--- config.mk ---
export PLATFORM = sky130hd
export DESIGN_NAME = jog_motor_soft_ramp
export DESIGN_NICKNAME = d
export VERILOG_FILES = /design/src/hw/rtl/jmsr_pkg.sv /design/src/hw/rtl/jmsr_cfg.sv /design/src/hw/rtl/jmsr_ramp.sv /design/src/hw/rtl/jog_motor_soft_ramp.sv
export SDC_FILE = /design/constraint.sdc
export NUM_CORES = 1
export LEC_CHECK = 0
export BUFFER_PORTS_ARGS = -buffer_cell sky130_fd_sc_hd__buf_2
export CORE_MARGIN = 10
export CORE_UTILIZATION = 50
export DETAILED_ROUTE_END_ITERATION = 10
export MAX_ROUTING_LAYER = met4
export PLACE_DENSITY = 0.82
export SLEW_MARGIN = 20
export SYNTH_ARGS = -nofsm -noshare
export SYNTH_HDL_FRONTEND = slang
export SYNTH_SLANG_ARGS = --single-unit
--- constraint.sdc ---
create_clock -name clk_i -period 7 [get_ports clk_i]
set_input_delay 0.35 -clock clk_i [delete_from_list [all_inputs] [get_ports clk_i]]
set_output_delay 0.35 -clock clk_i [all_outputs]
set_load 0.02 [all_outputs]
--- src/hw/rtl/jmsr_pkg.sv ---
// ----------------------------------------------------------------------------
// jmsr_pkg: shared types and constants for the jog motor soft ramp
// Duty width, register map, reset values and the configuration bundle.
// ----------------------------------------------------------------------------
`default_nettype none

package jmsr_pkg;

  localparam int unsigned DUTY_W = 8;
  localparam int unsigned ADDR_W = 4;
  localparam int unsigned DATA_W = 32;
  localparam int unsigned IDX_W  = 2;

  localparam logic [DUTY_W-1:0] DUTY_MAX = 8'd255;

  localparam logic [DUTY_W-1:0] MIN_SPEED_RST = 8'd25;
  localparam logic [DUTY_W-1:0] STEP_UP_RST   = 8'd4;
  localparam logic [DUTY_W-1:0] STEP_DOWN_RST = 8'd10;

  localparam logic [IDX_W-1:0] REG_MIN_SPEED = 2'd0;
  localparam logic [IDX_W-1:0] REG_STEP_UP   = 2'd1;
  localparam logic [IDX_W-1:0] REG_STEP_DOWN = 2'd2;

  typedef struct packed {
    logic [DUTY_W-1:0] min_speed;
    logic [DUTY_W-1:0] step_up;
    logic [DUTY_W-1:0] step_down;
  } cfg_t;

endpackage

`default_nettype wire

--- src/hw/rtl/jmsr_cfg.sv ---
// ----------------------------------------------------------------------------
// jmsr_cfg: APB register file
// Holds min_speed, step_up and step_down; writes to unmapped offsets drop.
// ----------------------------------------------------------------------------
`default_nettype none

module jmsr_cfg (
  input  wire logic                         clk_i,
  input  wire logic                         rst_ni,
  input  wire logic                         psel,
  input  wire logic                         penable,
  input  wire logic                         pwrite,
  input  wire logic [jmsr_pkg::ADDR_W-1:0]  paddr,
  input  wire logic [jmsr_pkg::DATA_W-1:0]  pwdata,
  output logic      [jmsr_pkg::DATA_W-1:0]  prdata,
  output logic                              pready,
  output jmsr_pkg::cfg_t                    cfg_o
);

  jmsr_pkg::cfg_t               cfg_q;
  logic                         wr_en;
  logic [jmsr_pkg::IDX_W-1:0]   idx;

  assign pready = 1'b1;
  assign wr_en  = psel & penable & pwrite;
  assign idx    = paddr[jmsr_pkg::ADDR_W-1:2];
  assign cfg_o  = cfg_q;

  always_ff @(posedge clk_i or negedge rst_ni) begin
    if (!rst_ni) begin
      cfg_q.min_speed <= jmsr_pkg::MIN_SPEED_RST;
      cfg_q.step_up   <= jmsr_pkg::STEP_UP_RST;
      cfg_q.step_down <= jmsr_pkg::STEP_DOWN_RST;
    end else if (wr_en) begin
      case (idx)
        jmsr_pkg::REG_MIN_SPEED: cfg_q.min_speed <= pwdata[jmsr_pkg::DUTY_W-1:0];
        jmsr_pkg::REG_STEP_UP:   cfg_q.step_up   <= pwdata[jmsr_pkg::DUTY_W-1:0];
        jmsr_pkg::REG_STEP_DOWN: cfg_q.step_down <= pwdata[jmsr_pkg::DUTY_W-1:0];
        default: ;
      endcase
    end
  end

  always_comb begin
    prdata = '0;
    case (idx)
      jmsr_pkg::REG_MIN_SPEED: prdata[jmsr_pkg::DUTY_W-1:0] = cfg_q.min_speed;
      jmsr_pkg::REG_STEP_UP:   prdata[jmsr_pkg::DUTY_W-1:0] = cfg_q.step_up;
      jmsr_pkg::REG_STEP_DOWN: prdata[jmsr_pkg::DUTY_W-1:0] = cfg_q.step_down;
      default:                 prdata = '0;
    endcase
  end

endmodule

`default_nettype wire

--- src/hw/rtl/jmsr_ramp.sv ---
// ----------------------------------------------------------------------------
// jmsr_ramp: one direction duty ramp
// Driven: rise by step_up (from min_speed when idle), clamp to ceiling.
// Released: fall by step_down, saturate at zero, snap below min_speed.
// ----------------------------------------------------------------------------
`default_nettype none

module jmsr_ramp (
  input  wire logic [jmsr_pkg::DUTY_W-1:0]  duty_i,
  input  wire logic                         drive_i,
  input  wire logic [jmsr_pkg::DUTY_W-1:0]  ceiling_i,
  input  wire jmsr_pkg::cfg_t               cfg_i,
  output logic      [jmsr_pkg::DUTY_W-1:0]  duty_o
);

  logic [jmsr_pkg::DUTY_W-1:0] base;
  logic [jmsr_pkg::DUTY_W:0]   sum;
  logic [jmsr_pkg::DUTY_W-1:0] rise_sat;
  logic [jmsr_pkg::DUTY_W-1:0] rise;
  logic [jmsr_pkg::DUTY_W-1:0] fall;

  always_comb begin
    base     = (duty_i == '0) ? cfg_i.min_speed : duty_i;
    sum      = {1'b0, base} + {1'b0, cfg_i.step_up};
    rise_sat = (sum > {1'b0, jmsr_pkg::DUTY_MAX}) ? jmsr_pkg::DUTY_MAX
                                                  : sum[jmsr_pkg::DUTY_W-1:0];
    rise     = (rise_sat > ceiling_i) ? ceiling_i : rise_sat;
    fall     = (duty_i <= cfg_i.step_down) ? '0 : duty_i - cfg_i.step_down;
    if (fall < cfg_i.min_speed) begin
      fall = '0;
    end
    duty_o   = drive_i ? rise : fall;
  end

endmodule

`default_nettype wire

--- src/hw/rtl/jog_motor_soft_ramp.sv ---
// ----------------------------------------------------------------------------
// jog_motor_soft_ramp: soft-start slew-rate limiter for one jog motor axis
// Result: registered, valid in the cycle after the input transfer.
// Throughput: one tick per cycle; input ready while the result slot is empty
//   or being drained in the same cycle.
// Reset: duties clear to zero, ceiling to full scale, registers to defaults,
//   no result pending.
// ----------------------------------------------------------------------------
`default_nettype none

module jog_motor_soft_ramp (
  input  wire logic                         clk_i,
  input  wire logic                         rst_ni,
  input  wire logic                         in_valid_i,
  output logic                              in_ready_o,
  input  wire logic                         forward_pressed_i,
  input  wire logic                         reverse_pressed_i,
  input  wire logic [jmsr_pkg::DUTY_W-1:0]  speed_limit_i,
  output logic                              out_valid_o,
  input  wire logic                         out_ready_i,
  output logic      [jmsr_pkg::DUTY_W-1:0]  forward_duty_o,
  output logic      [jmsr_pkg::DUTY_W-1:0]  reverse_duty_o,
  input  wire logic                         psel,
  input  wire logic                         penable,
  input  wire logic                         pwrite,
  input  wire logic [jmsr_pkg::ADDR_W-1:0]  paddr,
  input  wire logic [jmsr_pkg::DATA_W-1:0]  pwdata,
  output logic      [jmsr_pkg::DATA_W-1:0]  prdata,
  output logic                              pready
);

  jmsr_pkg::cfg_t               cfg;
  logic                         in_xfer;
  logic                         out_valid_q;
  logic [jmsr_pkg::DUTY_W-1:0]  fwd_q, fwd_d;
  logic [jmsr_pkg::DUTY_W-1:0]  rev_q, rev_d;
  logic [jmsr_pkg::DUTY_W-1:0]  ceil_q, ceil_d;
  logic [jmsr_pkg::DUTY_W-1:0]  ceil_gap;

  jmsr_cfg u_cfg (
    .clk_i   (clk_i),
    .rst_ni  (rst_ni),
    .psel    (psel),
    .penable (penable),
    .pwrite  (pwrite),
    .paddr   (paddr),
    .pwdata  (pwdata),
    .prdata  (prdata),
    .pready  (pready),
    .cfg_o   (cfg)
  );

  assign in_ready_o = ~out_valid_q | out_ready_i;
  assign in_xfer    = in_valid_i & in_ready_o;

  // ceiling steps down toward a lower limit, jumps to a higher one
  always_comb begin
    ceil_gap = ceil_q - speed_limit_i;
    if (speed_limit_i < ceil_q) begin
      ceil_d = (ceil_gap <= cfg.step_down) ? speed_limit_i : ceil_q - cfg.step_down;
    end else begin
      ceil_d = speed_limit_i;
    end
  end

  jmsr_ramp u_fwd (
    .duty_i    (fwd_q),
    .drive_i   (forward_pressed_i & (rev_q == '0)),
    .ceiling_i (ceil_d),
    .cfg_i     (cfg),
    .duty_o    (fwd_d)
  );

  // reverse sees the new forward duty
  jmsr_ramp u_rev (
    .duty_i    (rev_q),
    .drive_i   (reverse_pressed_i & (fwd_d == '0)),
    .ceiling_i (ceil_d),
    .cfg_i     (cfg),
    .duty_o    (rev_d)
  );

  always_ff @(posedge clk_i or negedge rst_ni) begin
    if (!rst_ni) begin
      out_valid_q <= 1'b0;
      fwd_q       <= '0;
      rev_q       <= '0;
      ceil_q      <= jmsr_pkg::DUTY_MAX;
    end else begin
      if (in_xfer) begin
        out_valid_q <= 1'b1;
        fwd_q       <= fwd_d;
        rev_q       <= rev_d;
        ceil_q      <= ceil_d;
      end else if (out_ready_i) begin
        out_valid_q <= 1'b0;
      end
    end
  end

  assign out_valid_o    = out_valid_q;
  assign forward_duty_o = fwd_q;
  assign reverse_duty_o = rev_q;

endmodule

`default_nettype wire

### After elaboration in Yosys (flattened, before gate mapping)

Index checks and enable logic that the tools add are counted.
Widths: inputs -> output; s select.

* flip-flop bits (word level): 49

* equal/unequal tests: 2
* reduce and logical (&&, ||, !) cells: 8
* multiplexer cells: 17
* add/subtract/negate cells: 6
* magnitude comparators: 10
* bitwise logic cells: 7

Operators with widths (number)
* $mux 8: 14
* $sub 8x8->8: 4
* $le 8x8->1: 3
* $logic_not 8->1: 3
* $lt 8x8->1: 3
* $pmux 8 s3: 1
* $add 8x8->9: 2
* $gt 9x8->1 const B: 2
* $gt 8x8->1: 2
* $reduce_and 2->1: 3
* $and 1x1->1: 5
* $eq 2x1->1 const B: 1
* $eq 2x2->1 const B: 1
* $logic_not 2->1: 1
* $mux 1: 2
* $reduce_bool 2->1: 1
* $not 1->1: 1
* $or 1x1->1: 1

### Logic depth before layout (Yosys ltp)

Gate-level depths: netlist of the first run.

* depth in word-level cells: 11
* depth in mapped cells: 29
* depth with buffers taken out: 28

### By module

Synthesis of the first run repeated with hierarchy kept, for this count alone.

* cell total of the unflattened synthesis: 739
* area, all modules: 6251.0 sq um

Modules (own cells, without submodules)
* jmsr_ramp: area an instance 1471.4 sq um, times used 2, cells each 197
* jog_motor_soft_ramp: area an instance 1966.9 sq um, times used 1, cells each 237
* jmsr_cfg: area an instance 1341.3 sq um, times used 1, cells each 108

### Worst setup path after synthesis of the first run

Ideal clock, no wire load.

* path type: reg2reg
* start point: register ceil_q[0] in the netlist's numbering
* end point: register rev_q, in the netlist reverse_duty_o[1]
* path buffers: 1
* data required time: 6874 ps
* arrival: 5513 ps
* stages on the path, launching flop included: 26
* setup time: 126 ps
* path slack: 1361 ps
* cells stage by stage: dfstp_2 inv_1 ha_1 fa_1 nand2b_1 a21oi_1 a21o_1 a21oi_1 xnor2_1 ha_1 a21oi_1 nand2_1 a21oi_1 a21oi_2 a21oi_1 ha_1 nor2b_1 o211ai_1 a21oi_1 o21a_1 buf_2 o21ai_0 o32ai_1 or4_4 o31a_4 a221o_1

* word-level cells in the longest chain between the ends: 10

RTL lines
* start, declared: RTL line jog_motor_soft_ramp.sv:37 `logic [jmsr_pkg::DUTY_W-1:0] ceil_q, ceil_d;`
* start signal, assigned: RTL line jog_motor_soft_ramp.sv:88 `ceil_q <= jmsr_pkg::DUTY_MAX;`
* start signal, assigned: RTL line jog_motor_soft_ramp.sv:94 `ceil_q <= ceil_d;`
* $sub 8x8->8: RTL line jog_motor_soft_ramp.sv:58 `ceil_gap = ceil_q - speed_limit_i;`
* $le 8x8->1: RTL line jog_motor_soft_ramp.sv:60 `ceil_d = (ceil_gap <= cfg.step_down) ? speed_limit_i : ceil_q - cfg.step_down;`
* $mux 8: RTL line jog_motor_soft_ramp.sv:60
* $mux 8 *: RTL line jog_motor_soft_ramp.sv:59 `if (speed_limit_i < ceil_q) begin`
* $gt 8x8->1: RTL line jmsr_ramp.sv:27 `rise = (rise_sat > ceiling_i) ? ceiling_i : rise_sat;`
* $mux 8: RTL line jmsr_ramp.sv:27
* $mux 8: RTL line jmsr_ramp.sv:32 `duty_o = drive_i ? rise : fall;`
* $logic_not 8->1: RTL line jog_motor_soft_ramp.sv:77 `.drive_i (reverse_pressed_i & (fwd_d == '0)),`
* $and 1x1->1: RTL line jog_motor_soft_ramp.sv:77
* $mux 8 *: RTL line jmsr_ramp.sv:32
* end signal, assigned: RTL line jog_motor_soft_ramp.sv:93 `rev_q <= rev_d;`
* end, declared: RTL line jog_motor_soft_ramp.sv:36 `logic [jmsr_pkg::DUTY_W-1:0] rev_q, rev_d;`

Mark *: on every way between the ends. The rest lies on a longest branch, timed or not.
A chain may end at the register's enable or synchronous reset.

### Final worst setup path of the first run

* start point: register ceil_q[1] in the netlist's numbering
* end point: register rev_q, in the netlist reverse_duty_o[1]

The elaborated chain is that of the path after synthesis.

==> results of run 1 <==
[registers in the layout (all words and copies together) (netlist names)]
name and flops:
reverse_duty_o 8, forward_duty_o 8, out_valid_o 1, u_cfg.cfg_o 24
ceil_q 8
[worst max-delay path: stages (launching register included)]
cell and delay [ns]:
dfstp_2 0.61, ha_1 0.26, nor2b_1 0.13, o21ai_0 0.17, nand2b_1 0.11, a21oi_1 0.17
nor2b_1 0.08, o21ai_0 0.19, nand2b_1 0.08, a21oi_1 0.17, xnor2_1 0.14, ha_1 0.26
nand4_1 0.13, o22a_1 0.15, o21ai_1 0.14, a21oi_2 0.36, mux2i_1 0.13, buf_4 0.18
ha_1 0.31, nand2_1 0.06, o21ai_0 0.42, o21a_1 0.45, or3_2 0.19, o211ai_1 0.10
or4_4 0.59, o31a_4 0.34, a221o_1 0.36
[area by class of cell]
type	count	area, um^2
inverters	49	184
repair buffers	62	335
multi-input cells	593	4390
well taps	143	179
flip-flops and latches	49	1240
clock buffers	5	125
clock inverters	3	28.8
fillers	1104	5080
[kinds of logic (layout without fill, tap and decap cells)]
kind of cell / after synthesis / in the layout
compound gates: 202 / 202
xor+xnor: 30 / 30
fa+ha+maj: 93 / 93
buf+inv: 83 / 119
flops: 49 / 49
mux: 31 / 31
other cells: 2 / 25
simple gates: 212 / 212
[layer usage]
layer	part of all wire [%]	up-vias	global-route usage, %	routed length [um]
li1	-	2610	-	-
met1	44	2577	26.6	7600
met2	47	204	34.4	8010
met3	7.0	26	3.18	1210
met4	2.3	0	5.75	402
met5	0	-	-	0
[metrics by stage]
stage	setup WS [ns]	hold slack, ns	area [um^2]	utilization [%]
6_report	0.594	0.170	6480	56.1
5_1_grt	0.213	0.225	6480	56.1
4_1_cts	0.691	0.191	6480	56.1
3_5_place_dp	0.726	0.473	6330	54.7
3_3_place_gp	0.815	0.468	6330	54.7
2_1_floorplan	1.36	0.0544	6060	-
[cells in the final DEF (no fill, tap or decap), drive strengths merged, types with 8 or more instances in the layout]
cell	instances
a211oi	11
a21o	30
a21oi	45
a221o	8
and2	18
buf	62
conb	25
dfrtp	35
dfstp	14
ha	87
inv	51
mux2	18
mux2i	13
nand2	67
nand2b	15
nand4	12
nor2	40
nor2b	15
nor3	10
o21ai	58
or2	10
xnor2	17
xor2	13
[how the worst max path moves through the flow]
stage / to / slack, ns / cells after the start
2_1_floorplan: reverse_duty_o[1]$_DFFE_PN0P_ / 1.36 / 25
3_3_place_gp: reverse_duty_o[5]$_DFFE_PN0P_ / 0.81 / 26
3_5_place_dp: reverse_duty_o[1]$_DFFE_PN0P_ / 0.73 / 28
4_1_cts: reverse_duty_o[1]$_DFFE_PN0P_ / 0.69 / 26
5_1_grt: reverse_duty_o[1]$_DFFE_PN0P_ / 0.21 / 25
6_report: reverse_duty_o[1]$_DFFE_PN0P_ / 0.59 / 26
==> key figures, run 1 <==
Status
  • Status: finished clean

Detailed routing
  • DR iter-0 viols: 418
  • Vias/cell: 5.99
  • DRC: 0
  • Via Count: 5,417
  • Final ANT Viol Nets: 0
  • Pre-antenna DRT Iters: 5
  • DRT Wirelength: 17,200 um
  • WL/cell: 19.1 um

Clocking
  • CTS H-Tree Depth: 2
  • CTS root buf: clkbuf_16
  • CTS resizes: 0
  • Clock Latency Late Sink: 0.30 ns
  • Maximum clock insertion buffer count: 2
  • Post-CTS Hold Buffers: 0
  • Clk slew on worst S/H paths: 0.08 ns
  • CTS buffer count: 5
  • CTS tree: done
  • CTS Sinks: 49
  • Postcts setup bufs: 0

Timing
  • Final setup violation count: 0
  • Skew final: 0.00775 ns
  • Fin Setup TNS: 0 ns
  • Rel. slew slack: 49.7%
  • Max-slew violation count: 0
  • Tcrit/Tclk final: 91.5%
  • Fmax achieved: 0.156 GHz
  • Least-Margin Pin Slew: 0.753 ns
  • Crit path time final: 6.41 ns
  • Final Hold Viols: 0
  • RSZ-0062 raised after global routing: false

Critical path
  • Critical Path RT: 7.18 ns
  • R2R setup slack: 0.59 ns
  • Crit path DAT: 6.58 ns
  • Crit path from: ceil_q[1]$_DFFE_PN1P_
  • Worst setup SP type: flip-flop
  • R2R cell count: 26
  • Worst r2r src: ceil_q[1]$_DFFE_PN1P_
  • Max FO, Critical Path: 14
  • Setup CP Type: flip-flop to flip-flop
  • Worst setup EP type: flip-flop
  • Critical R2R Capture: reverse_duty_o[1]$_DFFE_PN0P_

Global routing
  • Antenna violations before repair: 0
  • Via count of the first global-routing pass: 5,277
  • Pin count of the biggest net entering global routing: 50
  • First-pass GRT wire length: 27,300 um
  • Gr usage total: 21.1%
  • Grt total ovfl: 0

Floorplanning
  • I/O pin count: 104
  • Die area: 16,700 um^2
  • Die Y: 129 um
  • Cell Rows: 39
  • Die X: 129 um
  • Core ar.: 11,600 um^2
  • Starting Density: 51.6%

Yosys
  • Post-Syn Instances: 702
  • Combinational family with the most area after synthesis: compound AO/OA/AOI/OAI gates
  • Synth Flop Type: dfrtp_1
  • Post-synthesis mux area share: 5.58%
  • Syn_area_per_cell: 8.50 um^2
  • Yosys top cell area share: 18.2%
  • Post-synthesis sequential area ratio: 20.8%
  • Post-synth top area cell: ha_1
  • Post-synth top cells: 87 x ha_1, 67 x nand2_1, 53 x o21ai_0
  • EDFF count, synth: 0
  • Synth Cell Area: 5970 um^2
  • Most frequent cell after synthesis: ha_1
  • Top cells by area, synth: ha_1 18%, dfrtp_1 15%, dfstp_2 6.2%, o21ai_0 4.4%, nand2_1 4.2%
  • Post-synthesis compound-gate area fraction: 22.8%
  • Adder-cell share of the synthesized area: 20.2%
  • Post-Synth Simple-Gate Area: 18.8%
  • XOR/XNOR share of the synthesized area: 4.53%
  • Distinct cells, synth: 77
  • Synth warnings: 0
  • Async SR Flop Fraction: 100%
  • Flops & latches, synth: 49

Placed design
  • Dpl hpwl: 13,800 um
  • GPL Wtd Cong: 1.01
  • Inst Count DP: 896
  • IO Port Bufs: 52

Worst hold path
  • Hold Path Class: primary input to asynchronous set/reset pin

Final layout
  • # nets final: 906
  • Area delta synth->final: 8.64%
  • Number of diodes: 0
  • Finished Layout Cells: 904
  • Fraction of layout cells with a size suffix above 1: 19.1%

Run
  • Max-Cap Viols: 0
Power of run 1 is left out: the tool's default activity adds up to more than one toggle a clock period on the data nets, which glitch-free logic cannot reach.
==> run 2, diff against run 1 <==
--- a/config.mk
+++ b/config.mk
@@ -5,12 +5,13 @@
 export SDC_FILE = /design/constraint.sdc
 export NUM_CORES = 1
 export LEC_CHECK = 0
+export ABC_CLOCK_PERIOD_IN_PS = 5580
 export BUFFER_PORTS_ARGS = -buffer_cell sky130_fd_sc_hd__buf_2
 export CORE_MARGIN = 10
-export CORE_UTILIZATION = 50
+export CORE_UTILIZATION = 45
 export DETAILED_ROUTE_END_ITERATION = 10
 export MAX_ROUTING_LAYER = met4
-export PLACE_DENSITY = 0.82
+export PLACE_DENSITY = 0.79
 export SLEW_MARGIN = 20
 export SYNTH_ARGS = -nofsm -noshare
 export SYNTH_HDL_FRONTEND = slang
==> constraint.sdc (replaced) <==
create_clock -name clk_i -period 5.58 [get_ports clk_i]
set_input_delay 0.279 -clock clk_i [delete_from_list [all_inputs] [get_ports clk_i]]
set_output_delay 0.279 -clock clk_i [all_outputs]
set_load 0.02 [all_outputs]
==> key figures, run 2 (synthesis gave the netlist of run 1 again) <==
Status
  • Status: finished, violations left
  • Failing checks: setup timing

Final layout
  • Number of diodes: 0
  • FF/Latch Area: 1240 um^2
  • Area delta synth->final: 22.0%
  • # nets final: 970
  • Area of the multi-input gates: 4650 um^2
  • Fraction of layout cells with a size suffix above 1: 29.9%
  • Commonest cells after routing, fill and taps aside: 84 x ha_1, 71 x buf_4, 67 x nand2_1
  • Max reg flops: 24
  • Commonest non-fill, non-tap cell in the layout: ha_1
  • # fillers: 1,201

Timing
  • Skew final: 0.00460 ns
  • Least-Margin Pin Slew: 0.695 ns
  • RSZ-0062 raised after global routing: true
  • Max-slew violation count: 0
  • Final Hold Viols: 0
  • Tcrit/Tclk final: 104%
  • Rel. slew slack: 53.6%
  • Final setup violation count: 7
  • Fin worst setup slack: -0.215 ns
  • Fmax achieved: 0.173 GHz
  • Crit path time final: 5.80 ns

Floorplanning
  • Cell Rows: 42
  • Die area: 18,300 um^2
  • I/O pin count: 104
  • Core ar.: 13,100 um^2
  • Starting Density: 45.4%
  • Die Y: 135 um
  • Die X: 135 um

Detailed routing
  • Pre-antenna DRT Iters: 5
  • Vias/cell: 5.76
  • DRC: 0
  • DR iter-0 viols: 430
  • Via Count: 5,770
  • WL/cell: 19.2 um
  • DRT Wirelength: 19,200 um
  • Final ANT Viol Nets: 0

Placed design
  • Pre-CTS setup slack: -0.370 ns
  • IO Port Bufs: 52
  • Dpl hpwl: 14,800 um
  • GPL Wtd Cong: 1.02

Critical path
  • Worst r2r src: ceil_q[0]$_DFFE_PN1P_
  • R2R cell count: 26
  • Critical R2R Capture: reverse_duty_o[4]$_DFFE_PN0P_
  • Worst setup SP type: flip-flop
  • R2R setup slack: -0.22 ns
  • Setup CP Type: flip-flop to flip-flop
  • Critical Path RT: 5.77 ns
  • Max FO, Critical Path: 7
  • Crit path DAT: 5.98 ns
  • Worst setup EP type: flip-flop

Global routing
  • Gr usage total: 20.5%
  • Pin count of the biggest net entering global routing: 50
  • Via count of the first global-routing pass: 5,562
  • Antenna violations before repair: 0
  • Grt total ovfl: 0
  • First-pass GRT wire length: 29,300 um

Clocking
  • CTS H-Tree Depth: 2
  • Clk slew on worst S/H paths: 0.07 ns
  • CTS buffer count: 5
  • Maximum clock insertion buffer count: 2
  • CTS tree: done
  • CTS Sinks: 49
  • CTS root buf: clkbuf_16
  • Clock Latency Late Sink: 0.30 ns

Worst hold path
  • Hold Path Class: primary input to asynchronous set/reset pin

Run
  • Max-Cap Viols: 0
run 2: changes by cell type in the layout (fill, tap and decap cells not counted), moves of 4 or more:
cell     change
buf_4       +61
o21ai_0      -4
a21oi_2      +9
a21oi_4      +4
a21oi_1     -13
run 2: timing repair:
| action | in CTS | in global routing |
|---|---|---|
| hold buffers | 0 | 0 |
| resized for setup | 23 | 33 |
| pin swaps | 7 | 34 |
| setup buffers | 7 | 7 |
| endpoints found under the hold margin | 0 | 0 |
| setup endpoints to repair | 8 | 8 |
run 2: per-stage QoR:
step                      area (um^2)  util, %  std cells  hold slack [ns]  TNS [ns]
after floorplan                  6080        -        725          -0.0166         0
after global placement           6770     51.5        979            0.430     -1.50
after detailed placement         6770     51.5        979            0.433     -2.61
after CTS                        7060     53.7        994            0.110         0
after global routing             7280     55.4       1001            0.138     -2.79
final                            7280     55.4       1001           0.0804     -1.45
run 2: cell type report:
type	count	area share [%]
multi-input combinational	593	63.9
sequential	49	17.1
timing repair buffer	126	11.4
tap	176	3.02
inverter	49	2.53
clock buffer	5	1.72
clock inverter	3	0.395
run 2: worst max path at each step:
stage / startpoint / endpoint / slack (ns)
6_report: ceil_q[0]$_DFFE_PN1P_ / reverse_duty_o[4]$_DFFE_PN0P_ / -0.22
2_1_floorplan: ceil_q[0]$_DFFE_PN1P_ / reverse_duty_o[1]$_DFFE_PN0P_ / 0.04
3_5_place_dp: ceil_q[0]$_DFFE_PN1P_ / reverse_duty_o[1]$_DFFE_PN0P_ / -0.37
5_1_grt: ceil_q[1]$_DFFE_PN1P_ / reverse_duty_o[6]$_DFFE_PN0P_ / -0.39
3_3_place_gp: ceil_q[0]$_DFFE_PN1P_ / reverse_duty_o[0]$_DFFE_PN0P_ / -0.22
4_1_cts: ceil_q[1]$_DFFE_PN1P_ / reverse_duty_o[4]$_DFFE_PN0P_ / 0.001
run 2: metal layers:
metal,track usage [%],vias up,wire [um]
met1,25.7,2767,8150
met5,-,-,0
met3,3.12,55,1260
met2,32.8,213,8990
met4,7.54,0,823
li1,-,2735,-
run 2: worst max-delay path, stage by stage, from the launching register on:
cell	delay [ns]
dfstp_2	0.55
inv_2	0.05
ha_4	0.17
fa_2	0.39
nand2b_4	0.15
a21oi_2	0.13
a21o_1	0.13
a21oi_2	0.05
xnor2_1	0.13
ha_1	0.34
nand4_1	0.16
o22a_1	0.21
o21ai_4	0.11
a21oi_4	0.17
buf_6	0.15
nor2_4	0.04
a21oi_2	0.13
ha_1	0.28
nor2b_4	0.14
o211ai_1	0.20
a21oi_2	0.10
o21a_2	0.27
nor3b_2	0.20
o311ai_1	0.12
or4_4	0.56
o31a_4	0.39
a221o_1	0.32
Power of run 2 is left out for the same reason.
